$ cat config.mk
export PLATFORM = sky130hd
export DESIGN_NAME = adaptive_position_smoother
export DESIGN_NICKNAME = d
export VERILOG_FILES = /design/src/hw/rtl/asp_pkg.sv /design/src/hw/rtl/asp_ctrl.sv /design/src/hw/rtl/asp_dpath.sv /design/src/hw/rtl/adaptive_position_smoother.sv
export SDC_FILE = /design/constraint.sdc
export NUM_CORES = 1
export LEC_CHECK = 0
export BUFFER_PORTS_ARGS = -buffer_cell sky130_fd_sc_hd__buf_2
export CELL_PAD_IN_SITES_DETAIL_PLACEMENT = 1
export CELL_PAD_IN_SITES_GLOBAL_PLACEMENT = 2
export CORE_ASPECT_RATIO = 1.4
export CORE_MARGIN = 5
export CORE_UTILIZATION = 37
export DETAILED_ROUTE_END_ITERATION = 8
export GPL_TIMING_DRIVEN = 0
export PLACE_DENSITY_LB_ADDON = 0.1
export SLEW_MARGIN = 15
export SYNTH_ARGS = -nofsm -noshare
export SYNTH_HDL_FRONTEND = slang
export SYNTH_HIERARCHICAL = 1
export SYNTH_SLANG_ARGS = --single-unit
$ cat constraint.sdc
create_clock -name clock -period 8.58 [get_ports clock]
set_input_delay 0.858 -clock clock [delete_from_list [all_inputs] [get_ports clock]]
set_output_delay 0.858 -clock clock [all_outputs]
set_load 0.01 [all_outputs]
$ cat src/hw/rtl/asp_pkg.sv
// Shared types, constants and helpers for the adaptive position smoother.
// Used by the controller, the datapath and the top level; no dependencies.
package asp_pkg;

   localparam int POS_W    = 16;
   localparam int WEIGHT_W = 17;
   localparam int MAG_W    = 15;
   localparam int REQ_W    = 48;
   localparam int RSP_W    = 48;
   localparam int ADDR_W   = 2;

   localparam logic [WEIGHT_W-1:0] WEIGHT_ONE = 17'h10000;
   localparam logic [WEIGHT_W-1:0] ROUND_HALF = 17'h08000;

   localparam logic signed [POS_W-1:0]  MIN_LIMIT_RST   = 16'sd0;
   localparam logic signed [POS_W-1:0]  MAX_LIMIT_RST   = 16'sd3244;
   localparam logic [WEIGHT_W-1:0]      BASE_WEIGHT_RST = 17'd19661;

   localparam logic [ADDR_W-1:0] REG_MIN_LIMIT   = 2'd0;
   localparam logic [ADDR_W-1:0] REG_MAX_LIMIT   = 2'd1;
   localparam logic [ADDR_W-1:0] REG_BASE_WEIGHT = 2'd2;

   // controller to datapath
   typedef struct packed {
      logic take;
      logic calc;
      logic mul;
      logic emit;
   } asp_cmd_type;

   // datapath to controller
   typedef struct packed {
      logic seeded;
      logic out_free;
   } asp_stat_type;

   function automatic logic signed [POS_W-1:0] clamp_pos(
      input logic signed [POS_W-1:0] p,
      input logic signed [POS_W-1:0] lo,
      input logic signed [POS_W-1:0] hi
   );
      logic signed [POS_W-1:0] r;
      if (p < lo)      r = lo;
      else if (p > hi) r = hi;
      else             r = p;
      return r;
   endfunction

endpackage

$ cat src/hw/rtl/asp_ctrl.sv
// Sequencer of the adaptive position smoother: take, blend, emit.
// Depends on asp_pkg for the command and status structs.
module asp_ctrl import asp_pkg::*; (
   input  logic         clock,
   input  logic         reset,
   input  logic         req_tvalid,
   output logic         req_tready,
   input  asp_stat_type stat,
   output asp_cmd_type  cmd
);

   typedef enum logic [3:0] {
      ST_IDLE = 4'b0001,
      ST_CALC = 4'b0010,
      ST_MUL  = 4'b0100,
      ST_EMIT = 4'b1000
   } state_type;

   state_type state_ff, state_in;

   always_ff @(posedge clock) begin
      if (reset) begin
         state_ff <= ST_IDLE;
      end else begin
         state_ff <= state_in;
      end
   end

   always_comb begin
      state_in   = state_ff;
      cmd        = '0;
      req_tready = 1'b0;
      unique case (state_ff)
         ST_IDLE: begin
            req_tready = 1'b1;
            if (req_tvalid) begin
               cmd.take = 1'b1;
               state_in = ST_CALC;
            end
         end
         ST_CALC: begin
            cmd.calc = 1'b1;
            // first word only seeds the filter
            state_in = stat.seeded ? ST_MUL : ST_EMIT;
         end
         ST_MUL: begin
            cmd.mul  = 1'b1;
            state_in = ST_EMIT;
         end
         ST_EMIT: begin
            if (stat.out_free) begin
               cmd.emit = 1'b1;
               state_in = ST_IDLE;
            end
         end
         default: state_in = ST_IDLE;
      endcase
   end

endmodule

$ cat src/hw/rtl/asp_dpath.sv
// Datapath of the adaptive position smoother: limit registers, clamp,
// adaptive weight, blend multiplier and output register. Depends on asp_pkg.
module asp_dpath import asp_pkg::*; (
   input  logic                clock,
   input  logic                reset,
   input  asp_cmd_type         cmd,
   output asp_stat_type        stat,
   input  logic [REQ_W-1:0]    req_tdata,
   output logic                rsp_tvalid,
   input  logic                rsp_tready,
   output logic [RSP_W-1:0]    rsp_tdata,
   input  logic                csr_valid,
   output logic                csr_ready,
   input  logic [ADDR_W-1:0]   csr_addr,
   input  logic [WEIGHT_W-1:0] csr_wdata
);

   logic signed [POS_W-1:0]   min_ff, max_ff;
   logic [WEIGHT_W-1:0]       base_ff;
   logic signed [POS_W-1:0]   clamped_ff, filt_ff, filt_in, pos_ff;
   logic [MAG_W-1:0]          speed_ff, force_ff, speed_in, force_in;
   logic [MAG_W-1:0]          speed_out_ff, force_out_ff;
   logic                      seeded_ff, valid_ff;
   logic signed [POS_W:0]     diff_ff, diff_in;
   logic [WEIGHT_W-1:0]       weight_ff, weight_in;

   logic signed [POS_W-1:0]   target, speed, force_v;
   logic [POS_W-1:0]          dist_mag, speed_abs;
   logic [22:0]               dist_x80;
   logic [WEIGHT_W-1:0]       raw_w, low_w;
   logic signed [34:0]        prod, biased;

   assign target  = req_tdata[15:0];
   assign speed   = req_tdata[31:16];
   assign force_v = req_tdata[47:32];

   assign csr_ready = 1'b1;

   always_comb begin
      speed_abs = speed[POS_W-1] ? (~speed + 16'd1) : speed;
      // most negative speed saturates
      speed_in  = speed_abs[POS_W-1] ? {MAG_W{1'b1}} : speed_abs[MAG_W-1:0];
      force_in  = force_v[POS_W-1] ? '0 : force_v[MAG_W-1:0];
   end

   // distance times 80 gives the weight in Q1.16, held in [min(base, 1.0), 1.0]
   always_comb begin
      diff_in  = {clamped_ff[POS_W-1], clamped_ff} - {filt_ff[POS_W-1], filt_ff};
      dist_mag = diff_in[POS_W] ? POS_W'(-diff_in) : diff_in[POS_W-1:0];
      dist_x80 = {1'b0, dist_mag, 6'b0} + {3'b0, dist_mag, 4'b0};
      raw_w    = (dist_x80 > 23'(WEIGHT_ONE)) ? WEIGHT_ONE : dist_x80[WEIGHT_W-1:0];
      low_w    = (base_ff > WEIGHT_ONE) ? WEIGHT_ONE : base_ff;
      weight_in = (raw_w < low_w) ? low_w : raw_w;
   end

   // f + floor((w*(c-f) + 0.5) / 1.0); result stays within 16 bits
   always_comb begin
      prod    = $signed({1'b0, weight_ff}) * diff_ff;
      biased  = prod + 35'(ROUND_HALF);
      filt_in = filt_ff + biased[31:16];
   end

   always_ff @(posedge clock) begin
      if (reset) begin
         min_ff  <= MIN_LIMIT_RST;
         max_ff  <= MAX_LIMIT_RST;
         base_ff <= BASE_WEIGHT_RST;
      end else if (csr_valid) begin
         unique case (csr_addr)
            REG_MIN_LIMIT:   min_ff  <= csr_wdata[POS_W-1:0];
            REG_MAX_LIMIT:   max_ff  <= csr_wdata[POS_W-1:0];
            REG_BASE_WEIGHT: base_ff <= csr_wdata;
            default: ;
         endcase
      end
   end

   always_ff @(posedge clock) begin
      if (reset) begin
         seeded_ff <= 1'b0;
         valid_ff  <= 1'b0;
         filt_ff   <= '0;
      end else begin
         if (cmd.calc && !seeded_ff) begin
            filt_ff   <= clamped_ff;
            seeded_ff <= 1'b1;
         end else if (cmd.mul) begin
            filt_ff <= filt_in;
         end
         if (cmd.emit) begin
            valid_ff <= 1'b1;
         end else if (rsp_tready) begin
            valid_ff <= 1'b0;
         end
      end
   end

   always_ff @(posedge clock) begin
      if (cmd.take) begin
         clamped_ff <= clamp_pos(target, min_ff, max_ff);
         speed_ff   <= speed_in;
         force_ff   <= force_in;
      end
      if (cmd.calc) begin
         diff_ff   <= diff_in;
         weight_ff <= weight_in;
      end
      if (cmd.emit) begin
         pos_ff       <= clamp_pos(filt_ff, min_ff, max_ff);
         speed_out_ff <= speed_ff;
         force_out_ff <= force_ff;
      end
   end

   assign stat.seeded   = seeded_ff;
   assign stat.out_free = !valid_ff || rsp_tready;

   assign rsp_tvalid = valid_ff;
   assign rsp_tdata  = {2'b00, force_out_ff, speed_out_ff, pos_ff};

endmodule

$ cat src/hw/rtl/adaptive_position_smoother.sv
// Adaptive position smoother: one word in, one word out.
// The sequencer steps clamp, weight, blend multiply and emit one after the other
// (the first word skips the multiply) and takes no new word until the last is emitted.
// Reset: synchronous, clears the filter, its seed flag and the output valid, loads
// limit and base weight defaults; req is freed once a result enters the output
// register, which it enters only when empty or being taken.
module adaptive_position_smoother import asp_pkg::*; (
   input  logic                clock,
   input  logic                reset,
   input  logic                req_tvalid,
   output logic                req_tready,
   input  logic [REQ_W-1:0]    req_tdata,   // target_pos, speed_req, force_req
   output logic                rsp_tvalid,
   input  logic                rsp_tready,
   output logic [RSP_W-1:0]    rsp_tdata,   // smoothed_pos, speed_out, force_out, pad
   input  logic                csr_valid,
   output logic                csr_ready,
   input  logic [ADDR_W-1:0]   csr_addr,
   input  logic [WEIGHT_W-1:0] csr_wdata
);

   asp_cmd_type  cmd;
   asp_stat_type stat;

   asp_ctrl u_ctrl (
      .clock      (clock),
      .reset      (reset),
      .req_tvalid (req_tvalid),
      .req_tready (req_tready),
      .stat       (stat),
      .cmd        (cmd)
   );

   asp_dpath u_dpath (
      .clock      (clock),
      .reset      (reset),
      .cmd        (cmd),
      .stat       (stat),
      .req_tdata  (req_tdata),
      .rsp_tvalid (rsp_tvalid),
      .rsp_tready (rsp_tready),
      .rsp_tdata  (rsp_tdata),
      .csr_valid  (csr_valid),
      .csr_ready  (csr_ready),
      .csr_addr   (csr_addr),
      .csr_wdata  (csr_wdata)
   );

endmodule

# == Word-level counts from Yosys, hierarchy flattened ==
# Cells that the tools add are included.
# W data, S select, Z words.
# op_classes
n_bitwise,1
addsub,6
reduce_logical,11
eq_ne,8
multipliers,1
muxes,24
order_cmp,7
# op_table
operator,count
$mux W16,8
$mux W17,3
$add A32 B16 Y32 const B,1
$gt A16 B16 Y1,2
$lt A16 B16 Y1,2
$mul A18 B17 Y32,1
$add A22 B20 Y23,1
$gt A23 B17 Y1 const B,1
$gt A17 B17 Y1 const B,1
$lt A17 B17 Y1,1
$sub A16 B16 Y17,1
$add A16 B1 Y16 const B,1
$add A16 B16 Y16,1
$neg A16 Y16,1
$not A16 Y16,1
$pmux W4 S4,1
$mux W4,3
$mux W1,9
$reduce_and A2 Y1,4
$eq A4 B1 Y1 const B,1
$eq A4 B2 Y1 const B,1
$eq A4 B3 Y1 const B,1
$eq A4 B4 Y1 const B,1
$ne A2 B2 Y1 const B,2
other kinds (7),9
# word_totals
elab_cells,73
output_inout_bits,51
reg_bits,197

# == Depth between registers and ports, before layout ==
# Gate-level depths: netlist of the first run.
# depth
word_depth,8
mapped_depth,37

# == Hierarchy ==
# Netlist of the first run, hierarchy kept.
# by_module_without_submodules
mod,cells_each,n_inst,area_per_inst_um2
asp_dpath,2297,1,21530.6
asp_ctrl,24,1,237.7

# == Worst setup path after synthesis of the first run ==
# Ideal clock, no wire load.
# synth_path
path_type,register to register
start,register u_dpath.diff_ff[5]
end,register u_dpath.filt_ff[15]
t_required_ps,8450
arrival_ps,7898
path_buffers,2
setup_slack_ps,552
setup_time_ps,130
path_stages_with_launch,34
path_cell_list,edfxtp_1 clkbuf_1 clkbuf_1 nand2_1 fa_1 inv_1 fa_1 inv_1 fa_1 fa_1 inv_1 fa_1 fa_1 ha_1 o21a_1 o21a_1 o21a_1 o22a_1 o21ai_0 inv_1 o31ai_1 nor2b_1 o21a_1 nor2_1 ha_1 and2_1 a31o_2 a41o_1 o41a_1 a211oi_1 o21bai_1 a21oi_1 xnor2_1 o22ai_1
# synth_via
elab_chain_cells,5
# synth_rtl
item,line,text
from (decl),asp_dpath.sv:24,"logic signed [POS_W:0] diff_ff, diff_in;"
from (signal assigned),asp_dpath.sv:105,diff_ff <= diff_in;
$mul A18 B17 Y32,asp_dpath.sv:58,"prod = $signed({1'b0, weight_ff}) * diff_ff;"
$add A32 B16 Y32,asp_dpath.sv:59,biased = prod + 35'(ROUND_HALF);
$add A16 B16 Y16,asp_dpath.sv:60,filt_in = filt_ff + biased[31:16];
$mux W16,asp_dpath.sv:87,end else if (cmd.mul) begin
$mux W16,asp_dpath.sv:84,if (cmd.calc && !seeded_ff) begin
to (signal assigned),asp_dpath.sv:85,filt_ff <= clamped_ff;
to (signal assigned),asp_dpath.sv:88,filt_ff <= filt_in;
to (decl),asp_dpath.sv:20,"logic signed [POS_W-1:0] clamped_ff, filt_ff, filt_in, pos_ff;"
# No other way between the ends. The select of a mux whose other input is x is not followed.
# A chain may end at the register's enable or synchronous reset.

# == Worst setup path after layout of the first run ==
# layout_path
start,register u_dpath.diff_ff[11]
end,register u_dpath.filt_ff[15]
# The elaborated chain is that of the path after synthesis.

==> impl_results.html, run 1 <==
<table>
<tr><th>Metric</th><th>Value</th></tr>
<tr><th colspan="2">Timing</th></tr>
<tr><td>Setup violation total in the final timing report</td><td>0</td></tr>
<tr><td>Final period demand of the worst path</td><td>8.30 ns</td></tr>
<tr><td>Final worst path period share</td><td>0.967</td></tr>
<tr><td>Final hold violations</td><td>0</td></tr>
<tr><td>Setup repair after global routing missed its margin</td><td>no</td></tr>
<tr><td>Slew Limit Fails</td><td>0</td></tr>
<tr><td>Worst Clk Skew</td><td>0.0160 ns</td></tr>
<tr><td>Worst slew margin relative to its limit</td><td>0.347</td></tr>
<tr><td>Worst-margin pin slew</td><td>0.980 ns</td></tr>
<tr><td>Achievable clock frequency</td><td>roughly 0.12 GHz</td></tr>
<tr><th colspan="2">Place</th></tr>
<tr><td>Total placed cells including tap cells</td><td>between 3000 and 4000</td></tr>
<tr><td>Area after DPL</td><td>~0.023 mm2</td></tr>
<tr><td>Detailed-placement wirelength estimate</td><td>59900 um</td></tr>
<tr><td>Placer's final routability congestion estimate</td><td>about 0.91</td></tr>
<tr><td>Total of buffers placed on input and output ports</td><td>119</td></tr>
<tr><th colspan="2">Layout</th></tr>
<tr><td>Final Instance Area</td><td>approximately 0.025 mm2</td></tr>
<tr><td>Area overhead of the layout relative to synthesis</td><td>13.9%</td></tr>
<tr><td>Total Nets Final</td><td>3024</td></tr>
<tr><td>Fraction of final layout cells sized beyond drive strength 1</td><td>0.137</td></tr>
<tr><td>Core occupancy in the finished layout</td><td>0.424</td></tr>
<tr><td>Antenna diode instance count</td><td>0</td></tr>
<tr><td>Non-filler cells in the finished layout</td><td>3264</td></tr>
<tr><th colspan="2">Critical path</th></tr>
<tr><td>Cell at the slowest stage of the critical path</td><td>sky130_fd_sc_hd__fa_1</td></tr>
<tr><td>Crit-path max FO</td><td>10</td></tr>
<tr><td>Register-to-register setup slack</td><td>around 0.28 ns</td></tr>
<tr><td>End of the worst register-to-register path</td><td>u_dpath/filt_ff[15]</td></tr>
<tr><td>Worst Reg2Reg Path Length in Cells</td><td>33</td></tr>
<tr><td>Delay contributed by the slowest stage of the critical path</td><td>roughly 0.57 ns</td></tr>
<tr><td>Startpoint of the lowest-slack register-to-register path</td><td>u_dpath/diff_ff[11]</td></tr>
<tr><td>Library cell appearing most often on the critical path</td><td>sky130_fd_sc_hd__fa_1</td></tr>
<tr><td>Startpoint kind of the worst setup timing path</td><td>flop</td></tr>
<tr><td>Data arrival time of the worst path</td><td>approximately 8.6 ns</td></tr>
<tr><td>Startpoint-to-endpoint class of the critical path</td><td>flop to flop</td></tr>
<tr><td>Required @ worst endpoint</td><td>roughly 9 ns</td></tr>
<tr><td>CP Capture Type</td><td>flop</td></tr>
<tr><th colspan="2">Power</th></tr>
<tr><td>P_int</td><td>2.69 mW</td></tr>
<tr><td>Share of power burned in registers</td><td>0.230</td></tr>
<tr><td>Combinational power share</td><td>0.601</td></tr>
<tr><td>Switch share</td><td>0.451</td></tr>
<tr><td>Worst voltage drop across the vdd grid</td><td>0.000196 V</td></tr>
<tr><td>Proportion of power drawn by the clock network</td><td>0.169</td></tr>
<tr><td>Pleak</td><td>11.4 nW</td></tr>
<tr><td>Pwr per Cell Area</td><td>about 200 mW/mm2</td></tr>
<tr><td>Sw Pwr</td><td>between 2 and 2.5 mW</td></tr>
<tr><th colspan="2">Global route</th></tr>
<tr><td>Pin count of the biggest net entering global routing</td><td>31</td></tr>
<tr><td>Initial antenna violation count</td><td>0</td></tr>
<tr><td>Global-route wire length before repair</td><td>111000 um</td></tr>
<tr><td>Global-route total usage across every layer</td><td>0.224</td></tr>
<tr><td>Overflow left after global routing</td><td>0</td></tr>
<tr><td>Number of global-route vias before repair</td><td>19263</td></tr>
<tr><th colspan="2">Worst hold path</th></tr>
<tr><td>Type of the worst min-delay path</td><td>flop to flop</td></tr>
<tr><td>Worst Min Path Start</td><td>u_dpath/speed_ff[3]</td></tr>
<tr><td>End point of the worst hold path</td><td>u_dpath/speed_out_ff[3]</td></tr>
<tr><td>Worst Hold Path Cells</td><td>0</td></tr>
<tr><th colspan="2">Floorplan</th></tr>
<tr><td>Horizontal die dimension</td><td>215 um</td></tr>
<tr><td>Total core area</td><td>around 0.06 mm2</td></tr>
<tr><td>Vertical die dimension</td><td>297 um</td></tr>
<tr><td>Total I/O pin count</td><td>123</td></tr>
<tr><td>Row Count</td><td>105</td></tr>
<tr><td>Die area</td><td>0.0639 mm2</td></tr>
<tr><td>Effective utilization at floorplan</td><td>0.372</td></tr>
<tr><th colspan="2">Clocking</th></tr>
<tr><td>Worst-Skew Late Latency</td><td>0.46 ns</td></tr>
<tr><td>Clk slew on worst S/H paths</td><td>~0.080 ns</td></tr>
<tr><td>CTS tree</td><td>yes</td></tr>
<tr><td>Count of H-tree levels built during CTS</td><td>4</td></tr>
<tr><td>Max Buffers Root-to-Sink</td><td>2</td></tr>
<tr><td>Clk root buf</td><td>sky130_fd_sc_hd__clkbuf_16</td></tr>
<tr><td>Clock Sinks</td><td>197</td></tr>
<tr><td>Total CTS buffers</td><td>17</td></tr>
<tr><th colspan="2">Routing</th></tr>
<tr><td>Post-detailed-route via-to-cell ratio</td><td>5.21</td></tr>
<tr><td>Routed vias</td><td>16997</td></tr>
<tr><td>Detailed Route WL</td><td>71800 um</td></tr>
<tr><td>Initial DRC count</td><td>roughly 540</td></tr>
<tr><td>Detailed Routing Iterations Pass 1</td><td>5</td></tr>
<tr><td>Mean routed wirelength per cell</td><td>22.0 um</td></tr>
<tr><td># DRC</td><td>0</td></tr>
<tr><td>Remaining number of nets flagged by the antenna check after routing</td><td>0</td></tr>
<tr><th colspan="2">Yosys</th></tr>
<tr><td>Cell taking the most area after synthesis</td><td>sky130_fd_sc_hd__fa_1</td></tr>
<tr><td>Sequential cell area fraction in the yosys report</td><td>0.239</td></tr>
<tr><td>Top cells by instance count after synthesis</td><td>sky130_fd_sc_hd__inv_1 (367), sky130_fd_sc_hd__nand2_1 (328), sky130_fd_sc_hd__fa_1 (227)</td></tr>
<tr><td>Count leader, synth</td><td>sky130_fd_sc_hd__inv_1</td></tr>
<tr><td>Predominant post-synthesis flop cell</td><td>sky130_fd_sc_hd__edfxtp_1</td></tr>
<tr><td>Number of enable-type register cells in the synthesized netlist</td><td>126</td></tr>
<tr><td>Synthesis Warnings</td><td>6</td></tr>
<tr><td>Average instance area after synthesis</td><td>9.38 um2</td></tr>
<tr><td>Seq cells post-synth</td><td>197</td></tr>
<tr><td>FFs w/ async S/R, synth</td><td>0</td></tr>
<tr><td>Area contributors post-synth</td><td>sky130_fd_sc_hd__fa_1 (21%), sky130_fd_sc_hd__edfxtp_1 (17%), sky130_fd_sc_hd__ha_1 (13%)</td></tr>
<tr><td>Number of instances in the synthesized netlist</td><td>2321</td></tr>
<tr><td>Post-synthesis cell type count</td><td>96</td></tr>
<tr><td>Share of Yosys cell area claimed by the top area cell type</td><td>0.209</td></tr>
<tr><td>Total standard cell area after synthesis</td><td>0.0218 mm2</td></tr>
<tr><th colspan="2">Flow run</th></tr>
<tr><td>Number of max-cap violations</td><td>0</td></tr>
<tr><th colspan="2">Status</th></tr>
<tr><td>Outcome</td><td>completed</td></tr>
</table>
==> cell usage in the layout, fill, tap and decap left out, types with 11 or more instances in the layout <==
cell type                   netlist  routed
sky130_fd_sc_hd__inv_1          367     365
sky130_fd_sc_hd__clkbuf_1        76      33
sky130_fd_sc_hd__a21o_1          31      31
sky130_fd_sc_hd__clkbuf_4         0      11
sky130_fd_sc_hd__nand2b_1        38      38
sky130_fd_sc_hd__nor2b_1         31      31
sky130_fd_sc_hd__nor4_1          12      12
sky130_fd_sc_hd__clkbuf_16        0      18
sky130_fd_sc_hd__buf_2            5     123
sky130_fd_sc_hd__nor2_2          11      13
sky130_fd_sc_hd__nor3_1          25      25
sky130_fd_sc_hd__nand3b_1        12      12
sky130_fd_sc_hd__nor2_1          76      74
sky130_fd_sc_hd__nand2_1        328     328
sky130_fd_sc_hd__o21a_1          21      21
sky130_fd_sc_hd__nand3_1         18      18
sky130_fd_sc_hd__ha_1           223     217
sky130_fd_sc_hd__mux2i_1         72      72
sky130_fd_sc_hd__dfxtp_1         71      68
sky130_fd_sc_hd__xor2_1          21      18
sky130_fd_sc_hd__o21ai_0         44      41
sky130_fd_sc_hd__buf_4            5      54
sky130_fd_sc_hd__and2_1         109     108
sky130_fd_sc_hd__a211oi_1        20      18
sky130_fd_sc_hd__fa_1           227     227
sky130_fd_sc_hd__nand4_1         15      15
sky130_fd_sc_hd__edfxtp_1       126     126
sky130_fd_sc_hd__a31oi_1         15      14
sky130_fd_sc_hd__xnor2_1         51      46
sky130_fd_sc_hd__a21oi_1        103      97
==> cells by family (layout without fill, tap and decap cells) <==
| family | after synthesis | after routing | share of synthesized area |
|---|---|---|---|
| simple gates | 720 | 720 | 0.164 |
| buf+inv | 460 | 653 | 0.0817 |
| fa+ha+maj | 450 | 450 | 0.337 |
| compound gates | 339 | 339 | 0.110 |
| flops | 197 | 197 | 0.239 |
| xor+xnor | 77 | 77 | 0.0327 |
| mux | 76 | 76 | 0.0352 |
| other cells | 2 | 3 | 0.000345 |
==> state kept, by name, indices dropped and copies added (netlist names), 16 cells and up <==
name and count:
u_dpath/base_ff 17, u_dpath/diff_ff 17, u_dpath/weight_ff 17, u_dpath/clamped_ff 16, u_dpath/filt_ff 16, u_dpath/max_ff 16
u_dpath/min_ff 16, u_dpath/pos_ff 16
==> worst max path at each step <==
stage | slack, ns | cells past startpoint | end | start
2_1_floorplan | 0.55 | 33 | u_dpath/filt_ff[15] | u_dpath/diff_ff[5]
4_1_cts | -0.07 | 30 | u_dpath/filt_ff[15] | u_dpath/diff_ff[9]
6_report | 0.28 | 33 | u_dpath/filt_ff[15] | u_dpath/diff_ff[11]
5_1_grt | 0.004 | 35 | u_dpath/weight_ff[5] | u_dpath/filt_ff[4]
3_3_place_gp | -1.64 | 33 | u_dpath/filt_ff[15] | u_dpath/diff_ff[7]
3_5_place_dp | -1.81 | 33 | u_dpath/filt_ff[15] | u_dpath/diff_ff[7]
==> power groups by stage <==
stage	Combinational [mW]	Clock, mW	Sequential [mW]
floorplan	1.94	0	1.13
global route	3.25	0.893	1.13
finish	2.94	0.827	1.13
CTS	2.82	0.856	1.13
global placement	2.63	0	1.15
detailed placement	2.71	0	1.15
==> per-layer routing <==
metal | up-vias | GRT usage | wire [um] | share of wire
li1 | 8009 | - | - | -
met1 | 8616 | 0.237 | 26900 | 0.37
met2 | 274 | 0.455 | 41000 | 0.57
met3 | 98 | 0.0176 | 1340 | 0.019
met4 | 0 | 0.0778 | 2560 | 0.036
met5 | - | 0 | 0 | 0
==> critical path: cells and delay by family, from the launching register on <==
family | cells | cell delay (ns)
AO/OA/AOI/OAI | 14 | 2.78
XOR/XNOR | 1 | 0.14
adder cells (fa/ha/maj) | 8 | 3.63
buffers and inverters | 6 | 0.50
flip-flops | 1 | 0.51
AND/OR/NAND/NOR | 4 | 0.59
==> metrics by stage <==
step	hold WS (ns)	setup TNS, ns	setup WS (ns)	power [mW]
global route	0.430	0	0.00384	5.27
floorplan	0.400	0	0.552	3.07
CTS	0.424	-0.0738	-0.0653	4.80
finish	0.422	0	0.283	4.90
global placement	0.402	-17.06	-1.64	3.78
detailed placement	0.405	-21.80	-1.81	3.86
==> final cells by class <==
| cell class | instances | area, um2 |
|---|---|---|
| Tap cell | 749 | 937 |
| Timing Repair Buffer | 172 | 1060 |
| Sequential cell | 197 | 5210 |
| Clock inverter | 12 | 123 |
| Multi-Input combinational cell | 1665 | 15100 |
| Fill cell | 6749 | 33700 |
| Inverter | 369 | 1390 |
| Buffer | 80 | 531 |
| Clock buffer | 20 | 478 |
==> timing repair <==
action,in CTS,in global routing
hold buffers,0,0
setup endpoints to repair,30,20
gates resized for setup,79,69
setup buffers,33,15
endpoints found under the hold margin,0,0
pin swaps,3,16
(Power assumes the default switching activity.)
==> run 2, diff against run 1 <==
CELL_PAD_IN_SITES_DETAIL_PLACEMENT = 0   (was 1)
==> run 2 against run 1 <==
- final area hardly changed
- sequential share of layout area hardly changed
- non-clock buffer count is 7 higher
- worst setup slack improved by 0.0033 ns
- wire length down 4.1%
- power shrank 2.0%
- largest power group unchanged
- highest routed layer unchanged
==> impl_results.html, run 2 (synthesized netlist as in run 1, its figures left out) <==
<table>
<tr><th>Metric</th><th>Value</th></tr>
<tr><th colspan="2">Timing</th></tr>
<tr><td>Worst-margin pin slew</td><td>slightly above 1 ns</td></tr>
<tr><td>Final hold violations</td><td>0</td></tr>
<tr><td>Worst Clk Skew</td><td>about 0.019 ns</td></tr>
<tr><td>Slew Limit Fails</td><td>0</td></tr>
<tr><td>Worst slew margin relative to its limit</td><td>0.312</td></tr>
<tr><td>Fin Setup TNS</td><td>0 ns</td></tr>
<tr><td>Final period demand of the worst path</td><td>8.29 ns</td></tr>
<tr><td>Setup violation total in the final timing report</td><td>0</td></tr>
<tr><td>Final critical-path setup slack</td><td>0.286 ns</td></tr>
<tr><td>Final worst path period share</td><td>0.967</td></tr>
<tr><td>Final hold slack</td><td>between 0.4 and 0.5 ns</td></tr>
<tr><td>Setup repair after global routing missed its margin</td><td>yes</td></tr>
<tr><td>Achievable clock frequency</td><td>~0.12 GHz</td></tr>
<tr><th colspan="2">Routing</th></tr>
<tr><td>Detailed Routing Iterations Pass 1</td><td>5</td></tr>
<tr><td>Routed vias</td><td>approximately 17000</td></tr>
<tr><td>Detailed Route WL</td><td>just under 70000 um</td></tr>
<tr><td>Initial DRC count</td><td>between 600 and 700</td></tr>
<tr><td>Remaining number of nets flagged by the antenna check after routing</td><td>0</td></tr>
<tr><td>Post-detailed-route via-to-cell ratio</td><td>5.15</td></tr>
<tr><td>Mean routed wirelength per cell</td><td>21.0 um</td></tr>
<tr><td># DRC</td><td>0</td></tr>
<tr><th colspan="2">Critical path</th></tr>
<tr><td>Register-to-register setup slack</td><td>0.29 ns</td></tr>
<tr><td>Data arrival time of the worst path</td><td>around 8.6 ns</td></tr>
<tr><td>Delay contributed by the slowest stage of the critical path</td><td>0.58 ns</td></tr>
<tr><td>End of the worst register-to-register path</td><td>u_dpath/filt_ff[15]</td></tr>
<tr><td>CP Capture Type</td><td>flop</td></tr>
<tr><td>Worst Reg2Reg Path Length in Cells</td><td>32</td></tr>
<tr><td>Startpoint kind of the worst setup timing path</td><td>flop</td></tr>
<tr><td>Cell at the slowest stage of the critical path</td><td>sky130_fd_sc_hd__fa_1</td></tr>
<tr><td>Startpoint of the lowest-slack register-to-register path</td><td>u_dpath/diff_ff[4]</td></tr>
<tr><td>Startpoint-to-endpoint class of the critical path</td><td>flop to flop</td></tr>
<tr><td>Crit-path max FO</td><td>4</td></tr>
<tr><td>Library cell appearing most often on the critical path</td><td>sky130_fd_sc_hd__fa_1</td></tr>
<tr><td>Required @ worst endpoint</td><td>8.89 ns</td></tr>
<tr><th colspan="2">Layout</th></tr>
<tr><td>Total area of sequential cells</td><td>0.00521 mm2</td></tr>
<tr><td>Commonest non-fill, non-tap cell in the layout</td><td>sky130_fd_sc_hd__inv_1</td></tr>
<tr><td>Non-filler cells in the finished layout</td><td>3271</td></tr>
<tr><td>Leading cell types in the layout, fill and taps excluded</td><td>sky130_fd_sc_hd__inv_1 (365), sky130_fd_sc_hd__nand2_1 (328), sky130_fd_sc_hd__fa_1 (227), sky130_fd_sc_hd__ha_1 (217), sky130_fd_sc_hd__buf_2 (127)</td></tr>
<tr><td>Area occupied by multi-input gates</td><td>0.0150 mm2</td></tr>
<tr><td>Final Instance Area</td><td>~0.025 mm2</td></tr>
<tr><td>Area overhead of the layout relative to synthesis</td><td>14.0%</td></tr>
<tr><td>Core occupancy in the finished layout</td><td>0.424</td></tr>
<tr><td>Registers with the most flip-flops</td><td>u_dpath/base_ff x17, u_dpath/diff_ff x17, u_dpath/weight_ff x17</td></tr>
<tr><td>Antenna diode instance count</td><td>0</td></tr>
<tr><td>Filler Cell Count</td><td>5893</td></tr>
<tr><td>Total Nets Final</td><td>3031</td></tr>
<tr><td>Fraction of final layout cells sized beyond drive strength 1</td><td>0.139</td></tr>
<tr><th colspan="2">Global route</th></tr>
<tr><td>Initial antenna violation count</td><td>0</td></tr>
<tr><td>Global-route wire length before repair</td><td>106000 um</td></tr>
<tr><td>Global-route total usage across every layer</td><td>0.215</td></tr>
<tr><td>Pin count of the biggest net entering global routing</td><td>31</td></tr>
<tr><td>Overflow left after global routing</td><td>0</td></tr>
<tr><td>Number of global-route vias before repair</td><td>approximately 18000</td></tr>
<tr><th colspan="2">Power</th></tr>
<tr><td>Share of power burned in registers</td><td>0.235</td></tr>
<tr><td>Pleak</td><td>11.4 nW</td></tr>
<tr><td>P_int</td><td>2.66 mW</td></tr>
<tr><td>Worst voltage drop across the vdd grid</td><td>0.000179 V</td></tr>
<tr><td>Total chip power</td><td>around 4.8 mW</td></tr>
<tr><td>Pwr per Cell Area</td><td>approximately 190 mW/mm2</td></tr>
<tr><td>Proportion of power drawn by the clock network</td><td>0.167</td></tr>
<tr><td>Switch share</td><td>0.445</td></tr>
<tr><td>Combinational power share</td><td>0.598</td></tr>
<tr><td>Sw Pwr</td><td>2.13 mW</td></tr>
<tr><th colspan="2">Clocking</th></tr>
<tr><td>CTS tree</td><td>yes</td></tr>
<tr><td>Clk root buf</td><td>sky130_fd_sc_hd__clkbuf_16</td></tr>
<tr><td>Count of H-tree levels built during CTS</td><td>4</td></tr>
<tr><td>Clock Sinks</td><td>about 200</td></tr>
<tr><td>Clk slew on worst S/H paths</td><td>0.07 ns</td></tr>
<tr><td>Total CTS buffers</td><td>17</td></tr>
<tr><td>Max Buffers Root-to-Sink</td><td>2</td></tr>
<tr><td>Number of hold-repair buffers added at the cts stage</td><td>0</td></tr>
<tr><td>Worst-Skew Late Latency</td><td>~0.46 ns</td></tr>
<tr><th colspan="2">Worst hold path</th></tr>
<tr><td>Type of the worst min-delay path</td><td>flop to flop</td></tr>
<tr><td>End point of the worst hold path</td><td>u_dpath/speed_out_ff[0]</td></tr>
<tr><td>Worst Hold Path Cells</td><td>0</td></tr>
<tr><td>Worst Min Path Start</td><td>u_dpath/speed_ff[0]</td></tr>
<tr><th colspan="2">Place</th></tr>
<tr><td>Total of buffers placed on input and output ports</td><td>119</td></tr>
<tr><td>Detailed-placement wirelength estimate</td><td>between 50000 and 60000 um</td></tr>
<tr><td>Placer's final routability congestion estimate</td><td>0.907</td></tr>
<tr><td>Total placed cells including tap cells</td><td>3195</td></tr>
<tr><td>Area after DPL</td><td>between 0.02 and 0.025 mm2</td></tr>
<tr><td>Worst slack, placed</td><td>-1.70 ns</td></tr>
<tr><th colspan="2">Floorplan</th></tr>
<tr><td>Effective utilization at floorplan</td><td>0.372</td></tr>
<tr><td>Total core area</td><td>0.0585 mm2</td></tr>
<tr><td>Horizontal die dimension</td><td>215 um</td></tr>
<tr><td>Total I/O pin count</td><td>123</td></tr>
<tr><td>Vertical die dimension</td><td>297 um</td></tr>
<tr><td>Die area</td><td>0.0639 mm2</td></tr>
<tr><td>Row Count</td><td>~110</td></tr>
<tr><th colspan="2">Status</th></tr>
<tr><td>Outcome</td><td>completed</td></tr>
<tr><th colspan="2">Flow run</th></tr>
<tr><td>Number of max-cap violations</td><td>0</td></tr>
</table>
run 2: repair_timing:
action	in CTS	in global routing
endpoints found under the setup margin	30	21
gates resized for setup	72	74
cloned	0	1
setup buffers	28	26
pin swaps	2	17
hold endpoints to repair	0	0
run 2: area by class of cell:
cell class / instances / area share
multi-input cells: 1665 / 0.606
flip-flops and latches: 197 / 0.210
inverters: 369 / 0.0558
repair buffers: 179 / 0.0457
well taps: 749 / 0.0378
plain buffers: 80 / 0.0213
clock buffers: 19 / 0.0175
clock inverters: 13 / 0.00550
run 2: worst max path at each step:
stage	from	to	depth (start not counted)	slack [ns]
final	u_dpath/diff_ff[4]	u_dpath/filt_ff[15]	32	0.29
after global routing	u_dpath/weight_ff[6]	u_dpath/filt_ff[15]	33	-0.05
after CTS	u_dpath/weight_ff[6]	u_dpath/filt_ff[15]	32	0.008
after detailed placement	u_dpath/diff_ff[7]	u_dpath/filt_ff[15]	33	-1.70
after global placement	u_dpath/diff_ff[7]	u_dpath/filt_ff[15]	33	-1.64
after floorplan	u_dpath/diff_ff[5]	u_dpath/filt_ff[15]	33	0.55
run 2: power groups by stage:
stage | Sequential, mW | Clock [mW] | Combinational [mW]
detailed placement | 1.15 | 0 | 2.67
finish | 1.13 | 0.799 | 2.87
CTS | 1.13 | 0.829 | 2.75
global placement | 1.15 | 0 | 2.63
floorplan | 1.13 | 0 | 1.94
global route | 1.13 | 0.862 | 3.21
run 2: worst max-delay path, delay by kind of cell (launching register included):
| family | cells | cell delay [ns] |
|---|---|---|
| buf+inv | 5 | 0.42 |
| compound gates | 13 | 2.81 |
| flops | 1 | 0.52 |
| fa+ha+maj | 8 | 3.61 |
| xor+xnor | 1 | 0.16 |
| simple gates | 5 | 0.62 |
run 2: metal layers:
layer | routed length, um | GRT usage | vias to the layer above
met5 | 0 | 0 | -
met4 | 2740 | 0.0817 | 0
met3 | 1520 | 0.0177 | 107
met2 | 39000 | 0.430 | 301
met1 | 25600 | 0.231 | 8381
li1 | - | - | 8047
